`src/rtl/cma_pkg.sv`:
```
// shared types and constants for the centered moving average unit
// command and status structs between controller and datapath, fsm state codes
// no dependencies
package cma_pkg;

   localparam int HW_W     = 5;
   localparam int HW_RESET = 1;

   typedef enum logic [6:0] {
      ST_IDLE   = 7'b0000001,
      ST_PLAN   = 7'b0000010,
      ST_SUM    = 7'b0000100,
      ST_SETTLE = 7'b0001000,
      ST_DLOAD  = 7'b0010000,
      ST_DIV    = 7'b0100000,
      ST_EMIT   = 7'b1000000
   } state_type;

   typedef struct packed {
      logic accept;
      logic plan;
      logic read;
      logic div_load;
      logic div_step;
      logic emit;
      logic next_e;
      logic seq_clear;
   } cmd_type;

   typedef struct packed {
      logic emit_needed;
      logic sum_done;
      logic div_done;
      logic out_free;
      logic more_windows;
      logic seq_last;
   } status_type;

endpackage

```
`src/rtl/cma_ctrl.sv`:
```
// controller fsm for the centered moving average unit
// sequences window planning, summation, division and result emission
// depends on cma_pkg
module cma_ctrl (
   input  logic                   clock,
   input  logic                   reset,
   input  logic                   req_tvalid,
   output logic                   req_tready,
   input  cma_pkg::status_type    status,
   output cma_pkg::cmd_type       cmd
);

   cma_pkg::state_type state_ff;
   cma_pkg::state_type state_in;

   always_ff @(posedge clock) begin
      if (reset) begin
         state_ff <= cma_pkg::ST_IDLE;
      end else begin
         state_ff <= state_in;
      end
   end

   assign req_tready = (state_ff == cma_pkg::ST_IDLE);

   always_comb begin
      cmd      = '0;
      state_in = state_ff;
      unique case (state_ff)
         cma_pkg::ST_IDLE: begin
            if (req_tvalid) begin
               cmd.accept = 1'b1;
               state_in   = cma_pkg::ST_PLAN;
            end
         end
         cma_pkg::ST_PLAN: begin
            cmd.plan = 1'b1;
            state_in = status.emit_needed ? cma_pkg::ST_SUM : cma_pkg::ST_IDLE;
         end
         cma_pkg::ST_SUM: begin
            cmd.read = 1'b1;
            if (status.sum_done) begin
               state_in = cma_pkg::ST_SETTLE;
            end
         end
         cma_pkg::ST_SETTLE: begin
            state_in = cma_pkg::ST_DLOAD;
         end
         cma_pkg::ST_DLOAD: begin
            cmd.div_load = 1'b1;
            state_in     = cma_pkg::ST_DIV;
         end
         cma_pkg::ST_DIV: begin
            cmd.div_step = 1'b1;
            if (status.div_done) begin
               state_in = cma_pkg::ST_EMIT;
            end
         end
         cma_pkg::ST_EMIT: begin
            if (status.out_free) begin
               cmd.emit = 1'b1;
               if (status.more_windows) begin
                  cmd.next_e = 1'b1;
                  state_in   = cma_pkg::ST_PLAN;
               end else begin
                  cmd.seq_clear = status.seq_last;
                  state_in      = cma_pkg::ST_IDLE;
               end
            end
         end
         default: begin
            state_in = cma_pkg::ST_IDLE;
         end
      endcase
   end

   a_onehot: assert property (@(posedge clock) disable iff (reset) $onehot(state_ff))
      else $error("state register not one-hot");

   a_emit_free: assert property (@(posedge clock) disable iff (reset)
      cmd.emit |-> status.out_free)
      else $error("result loaded while output register busy");

   a_accept_plan: assert property (@(posedge clock) disable iff (reset)
      cmd.accept |=> state_ff == cma_pkg::ST_PLAN)
      else $error("accepted beat not followed by planning");

   a_clear_final: assert property (@(posedge clock) disable iff (reset)
      cmd.seq_clear |-> (cmd.emit && !status.more_windows))
      else $error("sequence cleared before final average");

endmodule

```
`src/rtl/cma_datapath.sv`:
```
// datapath for the centered moving average unit
// sample ring memory, window accumulator, restoring divider, output register
// depends on cma_pkg; driven by cma_ctrl commands
module cma_datapath #(
   parameter int MAX_HALF_WIDTH = 16,
   parameter int SAMPLE_BITS    = 16,
   parameter int TDATA_W        = 16
) (
   input  logic                        clock,
   input  logic                        reset,
   input  logic                        csr_wen,
   input  logic [cma_pkg::HW_W-1:0]    csr_wdata,
   input  logic [SAMPLE_BITS-1:0]      sample,
   input  logic                        is_last,
   input  logic                        rsp_tready,
   output logic                        rsp_tvalid,
   output logic [TDATA_W-1:0]          rsp_tdata,
   output logic                        rsp_tlast,
   input  cma_pkg::cmd_type            cmd,
   output cma_pkg::status_type         status
);

   localparam int RING   = 2 * MAX_HALF_WIDTH + 1;
   localparam int PTR_W  = $clog2(RING);
   localparam int CNT_W  = $clog2(RING + 1);
   localparam int K_W    = $clog2(MAX_HALF_WIDTH + 1);
   localparam int SUM_W  = SAMPLE_BITS + $clog2(RING);
   localparam int DC_W   = $clog2(SUM_W);

   logic signed [SAMPLE_BITS-1:0] ring_mem [RING];
   logic signed [SAMPLE_BITS-1:0] rd_data_ff;

   logic [cma_pkg::HW_W-1:0] hw_ff, hw_in;
   logic [PTR_W-1:0]         wp_ff, wp_in;
   logic [CNT_W-1:0]         rc_ff, rc_in;
   logic                     acc_en_ff, acc_en_in;
   logic                     out_valid_ff, out_valid_in;

   logic [K_W-1:0]            k_ff;
   logic [PTR_W-1:0]          e_ff, nb_ff, hi_ff, d_ff, rp_ff;
   logic                      last_ff;
   logic signed [SUM_W-1:0]   acc_ff;
   logic                      neg_ff;
   logic [SUM_W-1:0]          quo_ff;
   logic [CNT_W-1:0]          rem_ff, divisor_ff;
   logic [DC_W-1:0]           dcnt_ff;
   logic [SAMPLE_BITS-1:0]    out_avg_ff;
   logic                      out_last_ff;

   logic [K_W-1:0]   k_new;
   logic [PTR_W-1:0] nb_new, e_new, k_ext, newest, rp_dec;
   logic [PTR_W:0]   hi_sum;
   logic [PTR_W-1:0] hi_new;
   logic [SUM_W-1:0] acc_abs, quo_signed;
   logic [CNT_W:0]   trial;
   logic             trial_ge;

   // control registers
   always_ff @(posedge clock) begin
      if (reset) begin
         hw_ff        <= cma_pkg::HW_W'(cma_pkg::HW_RESET);
         wp_ff        <= '0;
         rc_ff        <= '0;
         acc_en_ff    <= 1'b0;
         out_valid_ff <= 1'b0;
      end else begin
         hw_ff        <= hw_in;
         wp_ff        <= wp_in;
         rc_ff        <= rc_in;
         acc_en_ff    <= acc_en_in;
         out_valid_ff <= out_valid_in;
      end
   end

   assign hw_in     = csr_wen ? csr_wdata : hw_ff;
   assign acc_en_in = cmd.read;

   always_comb begin
      wp_in = wp_ff;
      rc_in = rc_ff;
      if (cmd.accept) begin
         wp_in = (wp_ff == PTR_W'(RING - 1)) ? '0 : wp_ff + 1'b1;
         rc_in = (rc_ff < CNT_W'(RING)) ? rc_ff + 1'b1 : rc_ff;
      end else if (cmd.seq_clear) begin
         wp_in = '0;
         rc_in = '0;
      end
   end

   always_comb begin
      if (cmd.emit) begin
         out_valid_in = 1'b1;
      end else if (rsp_tready) begin
         out_valid_in = 1'b0;
      end else begin
         out_valid_in = out_valid_ff;
      end
   end

   // per-beat window planning
   assign k_new  = (int'(hw_ff) > MAX_HALF_WIDTH) ? K_W'(MAX_HALF_WIDTH) : K_W'(hw_ff);
   assign k_ext  = PTR_W'(k_new);
   assign nb_new = (rc_ff < CNT_W'(RING)) ? PTR_W'(rc_ff) : PTR_W'(RING - 1);
   assign e_new  = (is_last && (nb_new < k_ext)) ? nb_new : k_ext;
   assign hi_sum = {1'b0, e_ff} + (PTR_W + 1)'(k_ff);
   assign hi_new = (hi_sum > {1'b0, nb_ff}) ? nb_ff : PTR_W'(hi_sum);
   assign newest = (wp_ff == '0) ? PTR_W'(RING - 1) : wp_ff - 1'b1;
   assign rp_dec = (rp_ff == '0) ? PTR_W'(RING - 1) : rp_ff - 1'b1;

   // ring memory
   always_ff @(posedge clock) begin
      if (cmd.accept) begin
         ring_mem[wp_ff] <= $signed(sample);
      end
      if (cmd.read) begin
         rd_data_ff <= ring_mem[rp_ff];
      end
   end

   // divider step
   assign acc_abs    = acc_ff[SUM_W-1] ? SUM_W'(-acc_ff) : SUM_W'(acc_ff);
   assign trial      = {rem_ff, quo_ff[SUM_W-1]};
   assign trial_ge   = trial >= {1'b0, divisor_ff};
   assign quo_signed = neg_ff ? SUM_W'(-quo_ff) : quo_ff;

   // payload registers
   always_ff @(posedge clock) begin
      if (cmd.accept) begin
         k_ff    <= k_new;
         nb_ff   <= nb_new;
         e_ff    <= e_new;
         last_ff <= is_last;
      end else if (cmd.next_e) begin
         e_ff <= e_ff - 1'b1;
      end
      if (cmd.plan) begin
         hi_ff  <= hi_new;
         d_ff   <= '0;
         rp_ff  <= newest;
         acc_ff <= '0;
      end else begin
         if (cmd.read) begin
            d_ff  <= d_ff + 1'b1;
            rp_ff <= rp_dec;
         end
         if (acc_en_ff) begin
            acc_ff <= acc_ff + SUM_W'(rd_data_ff);
         end
      end
      if (cmd.div_load) begin
         neg_ff     <= acc_ff[SUM_W-1];
         quo_ff     <= acc_abs;
         rem_ff     <= '0;
         divisor_ff <= CNT_W'(hi_ff) + 1'b1;
         dcnt_ff    <= '0;
      end else if (cmd.div_step) begin
         rem_ff  <= trial_ge ? CNT_W'(trial - {1'b0, divisor_ff}) : CNT_W'(trial);
         quo_ff  <= {quo_ff[SUM_W-2:0], trial_ge};
         dcnt_ff <= dcnt_ff + 1'b1;
      end
      if (cmd.emit) begin
         out_avg_ff  <= quo_signed[SAMPLE_BITS-1:0];
         out_last_ff <= last_ff && (e_ff == '0);
      end
   end

   assign status.emit_needed  = last_ff || (nb_ff >= PTR_W'(k_ff));
   assign status.sum_done     = (d_ff == hi_ff);
   assign status.div_done     = (dcnt_ff == DC_W'(SUM_W - 1));
   assign status.out_free     = !out_valid_ff || rsp_tready;
   assign status.more_windows = last_ff && (e_ff != '0);
   assign status.seq_last     = last_ff;

   assign rsp_tvalid = out_valid_ff;
   assign rsp_tdata  = TDATA_W'(out_avg_ff);
   assign rsp_tlast  = out_last_ff;

endmodule

```
`src/rtl/centered_moving_average_unit.sv`:
```
// top level of the centered moving average unit
// joins cma_ctrl and cma_datapath; depends on cma_pkg
//
//   port group   dir   beat contents
//   req_*        in    tdata: sample (low SAMPLE_BITS); tlast: is_last
//   rsp_*        out   tdata: average (low SAMPLE_BITS); tlast: last_out
//   csr_*        in    wdata: half_width, written when csr_wen is high
//
// one input beat at a time; each average is formed by the one-sample-per-cycle
// ring read and the one-bit-per-cycle divider (SAMPLE_BITS + log2 of ring size
// steps); a final beat emits up to k+1 averages
// reset clears the fsm, write pointer, fill count, output valid; half_width goes to 1
// a stalled result waits in the output register while the next beat is accepted
module centered_moving_average_unit #(
   parameter int MAX_HALF_WIDTH = 16,
   parameter int SAMPLE_BITS    = 16
) (
   input  logic                                clock,
   input  logic                                reset,
   input  logic                                csr_wen,
   input  logic [cma_pkg::HW_W-1:0]            csr_wdata,
   input  logic                                req_tvalid,
   output logic                                req_tready,
   input  logic [((SAMPLE_BITS+7)/8)*8-1:0]    req_tdata,   // sample
   input  logic                                req_tlast,
   output logic                                rsp_tvalid,
   input  logic                                rsp_tready,
   output logic [((SAMPLE_BITS+7)/8)*8-1:0]    rsp_tdata,   // average
   output logic                                rsp_tlast
);

   localparam int TDATA_W = ((SAMPLE_BITS + 7) / 8) * 8;

   cma_pkg::cmd_type    cmd;
   cma_pkg::status_type status;

   cma_ctrl u_ctrl (
      .clock      (clock),
      .reset      (reset),
      .req_tvalid (req_tvalid),
      .req_tready (req_tready),
      .status     (status),
      .cmd        (cmd)
   );

   cma_datapath #(
      .MAX_HALF_WIDTH (MAX_HALF_WIDTH),
      .SAMPLE_BITS    (SAMPLE_BITS),
      .TDATA_W        (TDATA_W)
   ) u_datapath (
      .clock      (clock),
      .reset      (reset),
      .csr_wen    (csr_wen),
      .csr_wdata  (csr_wdata),
      .sample     (req_tdata[SAMPLE_BITS-1:0]),
      .is_last    (req_tlast),
      .rsp_tready (rsp_tready),
      .rsp_tvalid (rsp_tvalid),
      .rsp_tdata  (rsp_tdata),
      .rsp_tlast  (rsp_tlast),
      .cmd        (cmd),
      .status     (status)
   );

endmodule
```
`config.mk`:
```
export PLATFORM = sky130hd
export DESIGN_NAME = centered_moving_average_unit
export DESIGN_NICKNAME = d
export VERILOG_FILES = /design/src/rtl/cma_pkg.sv /design/src/rtl/cma_ctrl.sv /design/src/rtl/cma_datapath.sv /design/src/rtl/centered_moving_average_unit.sv
export SDC_FILE = /design/constraint.sdc
export NUM_CORES = 1
export LEC_CHECK = 0
export ABC_AREA = 1
export BUFFER_PORTS_ARGS = -buffer_cell sky130_fd_sc_hd__clkbuf_2
export CORE_MARGIN = 5
export CORE_UTILIZATION = 55
export CTS_CLUSTER_DIAMETER = 40
export DETAILED_ROUTE_END_ITERATION = 10
export PLACE_DENSITY_LB_ADDON = 0.25
export SLEW_MARGIN = 20
export SYNTH_ARGS = -nofsm -noshare
export SYNTH_HDL_FRONTEND = slang
export SYNTH_SLANG_ARGS = --single-unit
```
`constraint.sdc`:
```
create_clock -name clock -period 4.7 [get_ports clock]
set_input_delay 0.705 -clock clock [delete_from_list [all_inputs] [get_ports clock]]
set_output_delay 0.705 -clock clock [all_outputs]
set_load 0.05 [all_outputs]
```
# Word-level counts from Yosys, hierarchy flattened
# Memories as Yosys holds them, arrays and structs flattened. A register that Yosys moved wholly into a read port is not among the register bits.
# Index checks and enable logic that the tools add are counted.
# Widths: inputs -> output; s select.
dict set report word_totals {
  ff_bits 141
  mem_bits_rw 528
  input_bits 27
  output_inout_bits 19
  word_cells 114
  memories 1
}
# memory words width read_ports rd_clocked_by_memory_dff wr line_no
set mem_list {}
lappend mem_list {u_datapath.ring_mem 33 16 1 1 1 cma_datapath.sv:30} ;# logic signed [SAMPLE_BITS-1:0] ring_mem [RING];
dict set report op_classes {
  addsub 13
  magnitude_cmp 6
  n_eq_ne 15
  mux 41
  n_reduce_logical 17
}
# op n
set op_table {}
lappend op_table {{$mux 6} 15}
lappend op_table {{$mux 22} 3}
lappend op_table {{$pmux 7 s7} 1}
lappend op_table {{$mux 7} 4}
lappend op_table {{$add 6x1->6 const B} 4}
lappend op_table {{$add 22x16->22} 1}
lappend op_table {{$neg 22->22} 1}
lappend op_table {{$logic_not 6->1} 3}
lappend op_table {{$sub 6x1->6 const B} 3}
lappend op_table {{$mux 16} 1}
lappend op_table {{$neg 16->16} 1}
lappend op_table {{$mux 1} 12}
lappend op_table {{$reduce_bool 2->1} 5}
lappend op_table {{$mux 3} 3}
lappend op_table {{$ne 2x2->1 const B} 4}
lappend op_table {{$add 6x5->7} 1}
lappend op_table {{$eq 7x1->1 const B} 1}
lappend op_table {{$eq 7x2->1 const B} 1}
lappend op_table {{$eq 7x3->1 const B} 1}
lappend op_table {{$eq 7x4->1 const B} 1}
lappend op_table {{$eq 7x5->1 const B} 1}
lappend op_table {{$eq 7x6->1 const B} 1}
lappend op_table {{$eq 7x7->1 const B} 1}
lappend op_table {{$ge 7x6->1} 1}
lappend op_table {{19 further kinds} 22}

# Depth between registers and ports, before layout
# Gate-level depths: netlist of the first run.
dict set report logic_depth {
  depth_word 7
  depth_mapped 15
  ltp_nobuf 15
}

# Modules after synthesis
# From an unflattened synthesis of the first run, not the netlist that was laid out.
dict set report unflattened {
  cells_unflattened 2841
  hier_area_um2 30719.5
}
# module n_inst cells_per_inst area_per_inst_um2 seq_area_each_um2
set by_module_without_submodules {}
lappend by_module_without_submodules {cma_datapath 1 2750 30133.9 19779.0}
lappend by_module_without_submodules {cma_ctrl 1 91 585.6 140.1}

# Worst setup path before layout of the first run
# No wires, ideal clock.
dict set report synth_path {
  path_kind {register to register}
  startpoint {register u_datapath.e_ff[3]}
  endpoint {register u_datapath.hi_ff[0] (data pin)}
  setup_time_ns 0.261
  arrival_time_ns 2.413
  required_ns 4.439
  slack_ns 2.026
  path_stages_with_launch 15
  n_path_buf 0
  period_less_slack_ns 2.674
  cell_sequence {edfxtp_1 ha_1 inv_1 o21ai_1 a31oi_1 xor2_1 inv_1 ha_1 a21o_1 a21oi_1 o21ai_0 o21ai_0 nand2_1 nand2_1 o21ai_1}
}
dict set report synth_between {
  elab_chain_cells 3
}
# item line_no
set synth_lines {}
lappend synth_lines {{start, declared} cma_datapath.sv:40} ;# logic [PTR_W-1:0] e_ff, nb_ff, hi_ff, d_ff, rp_ff;
lappend synth_lines {{start signal, assigned} cma_datapath.sv:131} ;# e_ff <= e_new;
lappend synth_lines {{start signal, assigned} cma_datapath.sv:134} ;# e_ff <= e_ff - 1'b1;
lappend synth_lines {{$add 6x5->7} cma_datapath.sv:105} ;# assign hi_sum = {1'b0, e_ff} + (PTR_W + 1)'(k_ff);
lappend synth_lines {{$gt 7x6->1} cma_datapath.sv:106} ;# assign hi_new = (hi_sum > {1'b0, nb_ff}) ? nb_ff : PTR_W'(hi_sum);
lappend synth_lines {{$mux 6} cma_datapath.sv:106}
lappend synth_lines {{named net u_datapath.hi_new[0]} cma_datapath.sv:53} ;# logic [PTR_W-1:0] hi_new;
lappend synth_lines {{end signal, assigned} cma_datapath.sv:137} ;# hi_ff <= hi_new;
lappend synth_lines {{end, declared} cma_datapath.sv:40}
# The timed path passes the listed nets, and every way through them passes these cells.
# A chain may end at the register's enable or synchronous reset.

# Final worst setup path of the first run
# Ends and elaborated chain as after synthesis.

==> impl_results.md, run 1 <==
- Post-synth cell types: 53
- H-tree depth: 3
- Max Cap Viol: 0
- Routed vias/inst: around 5.7
- Total Die Area: 60,500 µm²
- Total power: 18.2 mW
- Post-route DRC: 0
- Vias in the first global route: 20,600
- Async SR Flop Fraction: 0%
- Tot GR Track Use: 24.2%
- Pleak: between 10 and 15 nW
- GRT overflow: 0
- Antenna violations before repair: 0
- Crit end category: flop
- RePlAce Congestion: 0.910
- Commonest non-fill, non-tap cells in the layout: 620 x edfxtp_1, 437 x nand2_1, 432 x nor2_1, 285 x o21ai_0
- Worst-path clk slew: 60 ps
- Final Hold Vio Count: 0
- CP Max Fanout: 10
- Unrepaired setup endpoints after global routing: false
- Area grow syn2layout: 13.5%
- Skew-Pair Late Insertion Delay: ~660 ps
- Final Net Count: just under 3,000
- Cell Rows: between 80 and 90
- Minimum clock period: 3020 ps
- Number of synthesized flops with an enable pin: between 600 and 700
- Share of cells above drive strength 1: 10.1%
- Sequential share of the synthesized area: 65.1%
- Synth warnings: 0
- Buffers on Ports: 45
- Clock skew: 33.9 ps
- Min Hold Slack: roughly 270 ps
- Post-DP HPWL: 44,000 µm
- Initial Util: a little under three fifths
- Final Setup Violations: 0
- HP Class: in2reg
- Peak supply drop: 0.378 mV
- Placed inst area: around 32,000 µm²
- Mapped cell area: 30,600 µm²
- Most common cell after layout, fill and taps aside: edfxtp_1
- Final Cell Area: 34,700 µm²
- WS Path Type: reg2reg
- Mapped Nets: 2,923
- Iter 0 DRT Violations: 2,133
- Core footprint: 55,100 µm²
- WL/cell: 19.9 µm
- CTS buffer count: 94
- Slew @ Worst Pin: 1080 ps
- CTS Root Cell: clkbuf_16
- Startpoint class of the critical path: flop
- CTS tree: built
- First-pass DRT Iterations: 6
- Post-CTS Hold Buffers: 0
- Pwr per Cell Area: 523 nW/µm²
- Outcome: completed
- Via count: between 20,000 and 25,000
- Largest net degree at the start of global routing: 207
- Required time of the critical path: 5070 ps
- Maximum operating frequency: 331 MHz
- Bufs on Longest Clock Path: 3
- Fin. max-slew vios: 0
- Ports: 46
- Syn Inst Count: around 2,800
- Clock sinks: 685
- Die width: approximately 250 µm
- Avg Cell Area, Syn: 10.8 µm²
- Fin crit share: 64.2%
- TNS Setup: 0 ps
- Main synth FF type: edfxtp_1
- Antenna-violating nets left: 0
- Arrival time at the worst endpoint: 3390 ps
- Post-CTS resize count: 0
- Post-CTS setup buffers: 0
- Fillers: 4,272
- Post-Route WL: 73,800 µm
- First-pass GRT wire length: 115,000 µm
- Flops & latches, synth: 685
- Slew headroom: 27.8%
- Die height: 246 µm
-- worst max-delay path, stage by stage (launching register included) --
cell and delay, ps:
edfxtp_1 440, ha_1 360, inv_1 100, o21ai_1 80
a31oi_1 210, xor2_1 230, inv_1 70, ha_1 290
a21o_1 160, a21oi_1 120, o21ai_0 90, o21ai_0 140
nand2_1 260, nand2_1 130, o21ai_1 70
-- cells in the mapped netlist (7+ instances only) --
cell,number,area (µm²)
edfxtp_1,620,18600
nand2_1,437,1640
nor2_1,434,1630
o21ai_0,285,1430
inv_1,184,691
nand3_1,184,921
a21oi_1,98,490
buf_2,65,325
dfxtp_1,65,1300
o211ai_1,64,480
ha_1,61,763
o22ai_1,58,363
xor2_1,45,394
clkbuf_1,43,161
nand4_1,29,181
nor3_1,22,110
buf_4,16,120
o21ai_1,15,75.1
xnor2_1,13,114
nand3b_1,11,82.6
buf_6,7,78.8
inv_2,7,26.3
-- power by group --
part	leakage [nW]	switching (mW)	internal, mW
combinational	5.33	2.51	1.20
clock	1.53	2.82	4.27
sequential	6.12	0.284	7.09
-- kinds of logic (layout without fill, tap and decap cells) --
family | after synthesis | count (layout) | synth area share (%)
fa+ha+maj | 64 | 64 | 2.69
compound gates | 543 | 543 | 9.84
simple gates | 1154 | 1154 | 16.0
xor+xnor | 58 | 58 | 1.66
flops | 685 | 685 | 65.1
buf+inv | 328 | 461 | 4.68
other cells | 0 | 1 | 0
-- sequential cells by signal, summed over array words and instances, names as in the netlist, 7 cells and up --
name and count:
u_datapath.ring_mem 528, u_datapath.acc_ff 22, u_datapath.quo_ff 22, u_datapath.rd_data_ff 16, u_datapath.rsp_tdata 16, u_ctrl.state_ff 7
-- path summary, 6_finish.rpt --
| kind | start | end | slack, ps | depth (start not counted) |
|---|---|---|---|---|
| max reg2reg | u_datapath.e_ff[3] | u_datapath.hi_ff[0] | 1680 | 14 |
| min reg2reg | u_datapath.hw_ff[4] | u_datapath.k_ff[4] | 430 | 0 |
| min | req_tlast | u_datapath.last_ff | 270 | 1 |
| max | u_datapath.e_ff[3] | u_datapath.hi_ff[0] | 1680 | 14 |
-- area by class of cell --
type	instances	area (µm²)	share of cell area, %
multi-input combinational	1819	9270	26.7
clock inverter	71	843	2.43
timing repair buffer	93	636	1.83
tap	748	936	2.69
inverter	195	741	2.13
antenna	1	2.50	0.00721
sequential	685	19900	57.4
clock buffer	102	2380	6.86
-- stage by stage --
| step | worst slack [ps] | cells | util [%] |
|---|---|---|---|
| 2_1_floorplan | 2030 | 2832 | - |
| 3_3_place_gp | 1740 | 3540 | 57.2 |
| 3_5_place_dp | 1750 | 3540 | 57.2 |
| 4_1_cts | 1720 | 3713 | 63.0 |
| 5_1_grt | 1330 | 3713 | 63.0 |
| 6_report | 1680 | 3714 | 63.0 |
-- metal layers --
layer / GRT usage (%) / share of wire [%] / up-vias
met3: 4.92 / 7.9 / 158
met5: 0 / 0 / -
li1: - / - / 10100
met2: 40.5 / 48 / 805
met4: 8.06 / 3.3 / 0
met1: 32.1 / 41 / 10300
No activity file was read; power rests on OpenSTA's default activity.
==> inputs of run 2 (changes only) <==
==> constraint.sdc (replaced) <==
create_clock -name clock -period 2.85 [get_ports clock]
set_input_delay 0.4275 -clock clock [delete_from_list [all_inputs] [get_ports clock]]
set_output_delay 0.4275 -clock clock [all_outputs]
set_load 0.05 [all_outputs]
==> run 2 against run 1 <==
  * Global-route usage is 0.13 points lower
  * Sequential cell count stayed put
  * Utilization is 1.1 points higher
  * Wire length is 0.22% lower
  * Die area stayed put
  * Total power is 70% higher
  * Clock power is 73% higher
  * Setup slack worse by 1500 ps
  * Design area is 1.8% higher
  * Clock skew is 4.6 ps higher
  * Critical path depth is 1 higher
==> impl_results.md, run 2 (synthesis results as in run 1) <==
- Fin. max-slew vios: 0 (unchanged)
- Cell Rows: 86 (unchanged)
- Post-DP HPWL: 44,700 µm (+1.8%)
- Largest net degree at the start of global routing: 129 (-38%)
- Crit end category: flop
- Max Cap Viol: 0 (unchanged)
- Die height: 246 µm (unchanged)
- Outcome: completed
- Slew headroom: 38.5% (+11 points)
- Bufs on Longest Clock Path: 3 (unchanged)
- Worst path slowest cell: edfxtp_1
- H-tree depth: 3 (unchanged)
- Hold endpoint: u_datapath.hw_ff[2]
- Clock skew: 38.5 ps (+4.57 ps)
- Slew @ Worst Pin: 922 ps (-160 ps)
- WL/cell: 19.6 µm (-1.5%)
- RePlAce Congestion: 0.866 (-4.9%)
- Sequential power share: 39.2% (-1.4 points)
- Post-route DRC: 0 (unchanged)
- Worst Hold Depth: 3 (+2)
- Core footprint: 55,100 µm² (unchanged)
- Via count: 21,500 (+0.93%)
- Arrival time at the worst endpoint: 3030 ps (-360 ps)
- Core Util, Final: 64.1% (+1.1 points)
- Startpoint class of the critical path: flop
- Min Hold Slack: 33.9 ps (-233 ps)
- Routed vias/inst: 5.72 (-0.36%)
- Pwr per Cell Area: 876 nW/µm² (+67%)
- Fin crit share: 92.7% (+29 points)
- Commonest non-fill, non-tap cells in the layout: 620 x edfxtp_1, 436 x nand2_1, 432 x nor2_1, 283 x o21ai_0
- Critical R2R Capture: u_datapath.hi_ff[5]
- Ant diodes: 0 (-1)
- Max reg flops: 528 (unchanged)
- Power share of the combinational group: 20.9% (+0.5 points)
- Area grow syn2layout: 15.5%
- Final Setup Violations: 0 (unchanged)
- Required time of the critical path: 3240 ps (-1830 ps)
- CTS tree: built
- Non-filler cells in the finished layout: 3,762 (+1.3%)
- GRT overflow: 0 (unchanged)
- Die width: 246 µm (unchanged)
- Most common cell after layout, fill and taps aside: edfxtp_1
- NetSw: 9.49 mW (+69%)
- Final Hold Vio Count: 0 (unchanged)
- First-pass GRT wire length: 114,000 µm (-0.46%)
- Worst-path clk slew: 50 ps (about the same)
- Minimum clock period: 2640 ps (-375 ps)
- Clock sinks: 685 (unchanged)
- Pleak: 13.3 nW (+2.6%)
- Post-Route WL: 73,600 µm (-0.22%)
- Peak supply drop: 0.593 mV (+57%)
- Buffers on Ports: 45 (unchanged)
- Ports: 46 (unchanged)
- Clk pwr share: 39.9% (+0.8 points)
- Antenna-violating nets left: 0 (unchanged)
- Initial Util: 55.6% (unchanged)
- Hold_sp: csr_wdata[2]
- Tot GR Track Use: 24.1% (-0.13 points)
- Reg-to-reg startpoint: u_datapath.e_ff[0]
- CTS buffer count: 97 (+3.2%)
- CP Max Fanout: 5 (-5)
- Worst R2R Setup Slack: 210 ps (-1470 ps)
- Skew-Pair Late Insertion Delay: 660 ps (about the same)
- Biggest register: u_datapath.ring_mem
- Slowest stage delay, CP: 350 ps (-90 ps)
- HP Class: in2reg
- Placed cells: 3,572 (+0.90%)
- CP most frequent cell: inv_1
- Antenna violations before repair: 0 (unchanged)
- Sw frac: 30.6% (-0.25 points)
- Crit path cell chain: ha_2 -> inv_1 -> fa_2 -> inv_1 -> a31oi_2 -> xor2_1 -> inv_1 -> ha_1 -> a21o_1 -> a21oi_1 -> o21ai_1 -> o21ai_2 -> nand2_2 -> nand2_1 -> nand2_1
- First-pass DRT Iterations: 5 (-1)
- Vias in the first global route: 20,600 (-0.30%)
- Int Power: 21.5 mW (+71%)
- CTS Root Cell: clkbuf_16
- Largest regs: u_datapath.ring_mem: 528 flops, u_datapath.acc_ff: 22 flops, u_datapath.quo_ff: 22 flops
- Final Net Count: 3,020 (+1.4%)
- Maximum operating frequency: 378 MHz (+14%)
- Total Die Area: 60,500 µm² (unchanged)
- Iter 0 DRT Violations: 2,113 (-0.94%)
- Share of cells above drive strength 1: 11.8% (+1.7 points)
- WS Path Type: reg2reg
- Reg2reg path depth: 15 (+1)
==> run 2: cell types whose count changed in the layout (fill, tap and decap cells not counted), moves of 2 or more <==
cell           previous run  this run
bufinv_16                 9        11
clkbuf_1                  8         2
o21ai_0                 285       283
clkinv_2                 10        13
inv_6                    14        18
buf_12                    4        11
buf_4                    44        71
inv_4                     2         4
clkbuf_16                94        99
dlygate4sd3_1             0         3
nand2_2                   4         6
==> run 2: critical path, delay by kind of cell (launching register included) <==
family                   cells  cell delay, ps
flip-flops                   1             350
adder cells (fa/ha/maj)      3             810
buffers and inverters        3             200
AND/OR/NAND/NOR              3             290
XOR/XNOR                     1             200
AO/OA/AOI/OAI                5             550
==> run 2: metal layers <==
| metal | vias to the layer above | global-route usage, % | routed length, µm |
|---|---|---|---|
| li1 | 10200 | - | - |
| met1 | 10400 | 33.1 | 30600 |
| met2 | 818 | 39.9 | 35500 |
| met3 | 129 | 4.18 | 5620 |
| met4 | 0 | 7.24 | 1910 |
| met5 | - | 0 | 0 |
==> run 2: worst max-delay path by stage <==
stage | start | endpoint | slack [ps] | depth (start not counted)
after floorplan | u_datapath.e_ff[3] | u_datapath.hi_ff[0] | 180 | 14
after global placement | u_datapath.e_ff[0] | u_datapath.hi_ff[4] | 40 | 15
after detailed placement | u_datapath.e_ff[0] | u_datapath.hi_ff[0] | -10 | 15
after CTS | u_datapath.e_ff[0] | u_datapath.hi_ff[4] | 40 | 15
after global routing | u_datapath.e_ff[3] | u_datapath.hi_ff[4] | -9 | 14
final | u_datapath.e_ff[0] | u_datapath.hi_ff[5] | 210 | 15
==> run 2: cell type report <==
class	instances	area [µm²]
Multi-Input combinational cell	1820	9290
Inverter	195	741
Sequential cell	685	19900
Fill cell	4250	19800
Clock buffer	102	2500
Clock inverter	82	941
Tap cell	748	936
Timing Repair Buffer	130	1010
==> run 2: what timing repair did <==
item / in CTS / in global routing
buffers inserted: 0 / 2
hold buffers: 3 / 0
pin swaps: 0 / 2
cloned: 0 / 1
setup endpoints to repair: 4 / 6
resized for setup: 1 / 7
endpoints found under the hold margin: 3 / 0
==> run 2: stage by stage <==
stage	cell area [µm²]	power [mW]	setup WS (ps)	setup TNS, ps
after floorplan	30600	16.8	176	0
after global placement	31800	18.4	40.5	0
after detailed placement	31800	18.6	-13.2	-20.5
after CTS	35300	31.0	41.7	0
after global routing	35300	32.5	-9.49	-10.9
final	35300	31.0	207	0
==> run 2: power groups by stage <==
stage	sequential, mW	combinational [mW]	clock, mW
4_1_cts	12.1	6.33	12.5
5_1_grt	12.2	7.30	13.0
3_3_place_gp	12.3	6.12	0
6_report	12.1	6.46	12.3
2_1_floorplan	12.2	4.52	0
3_5_place_dp	12.3	6.26	0
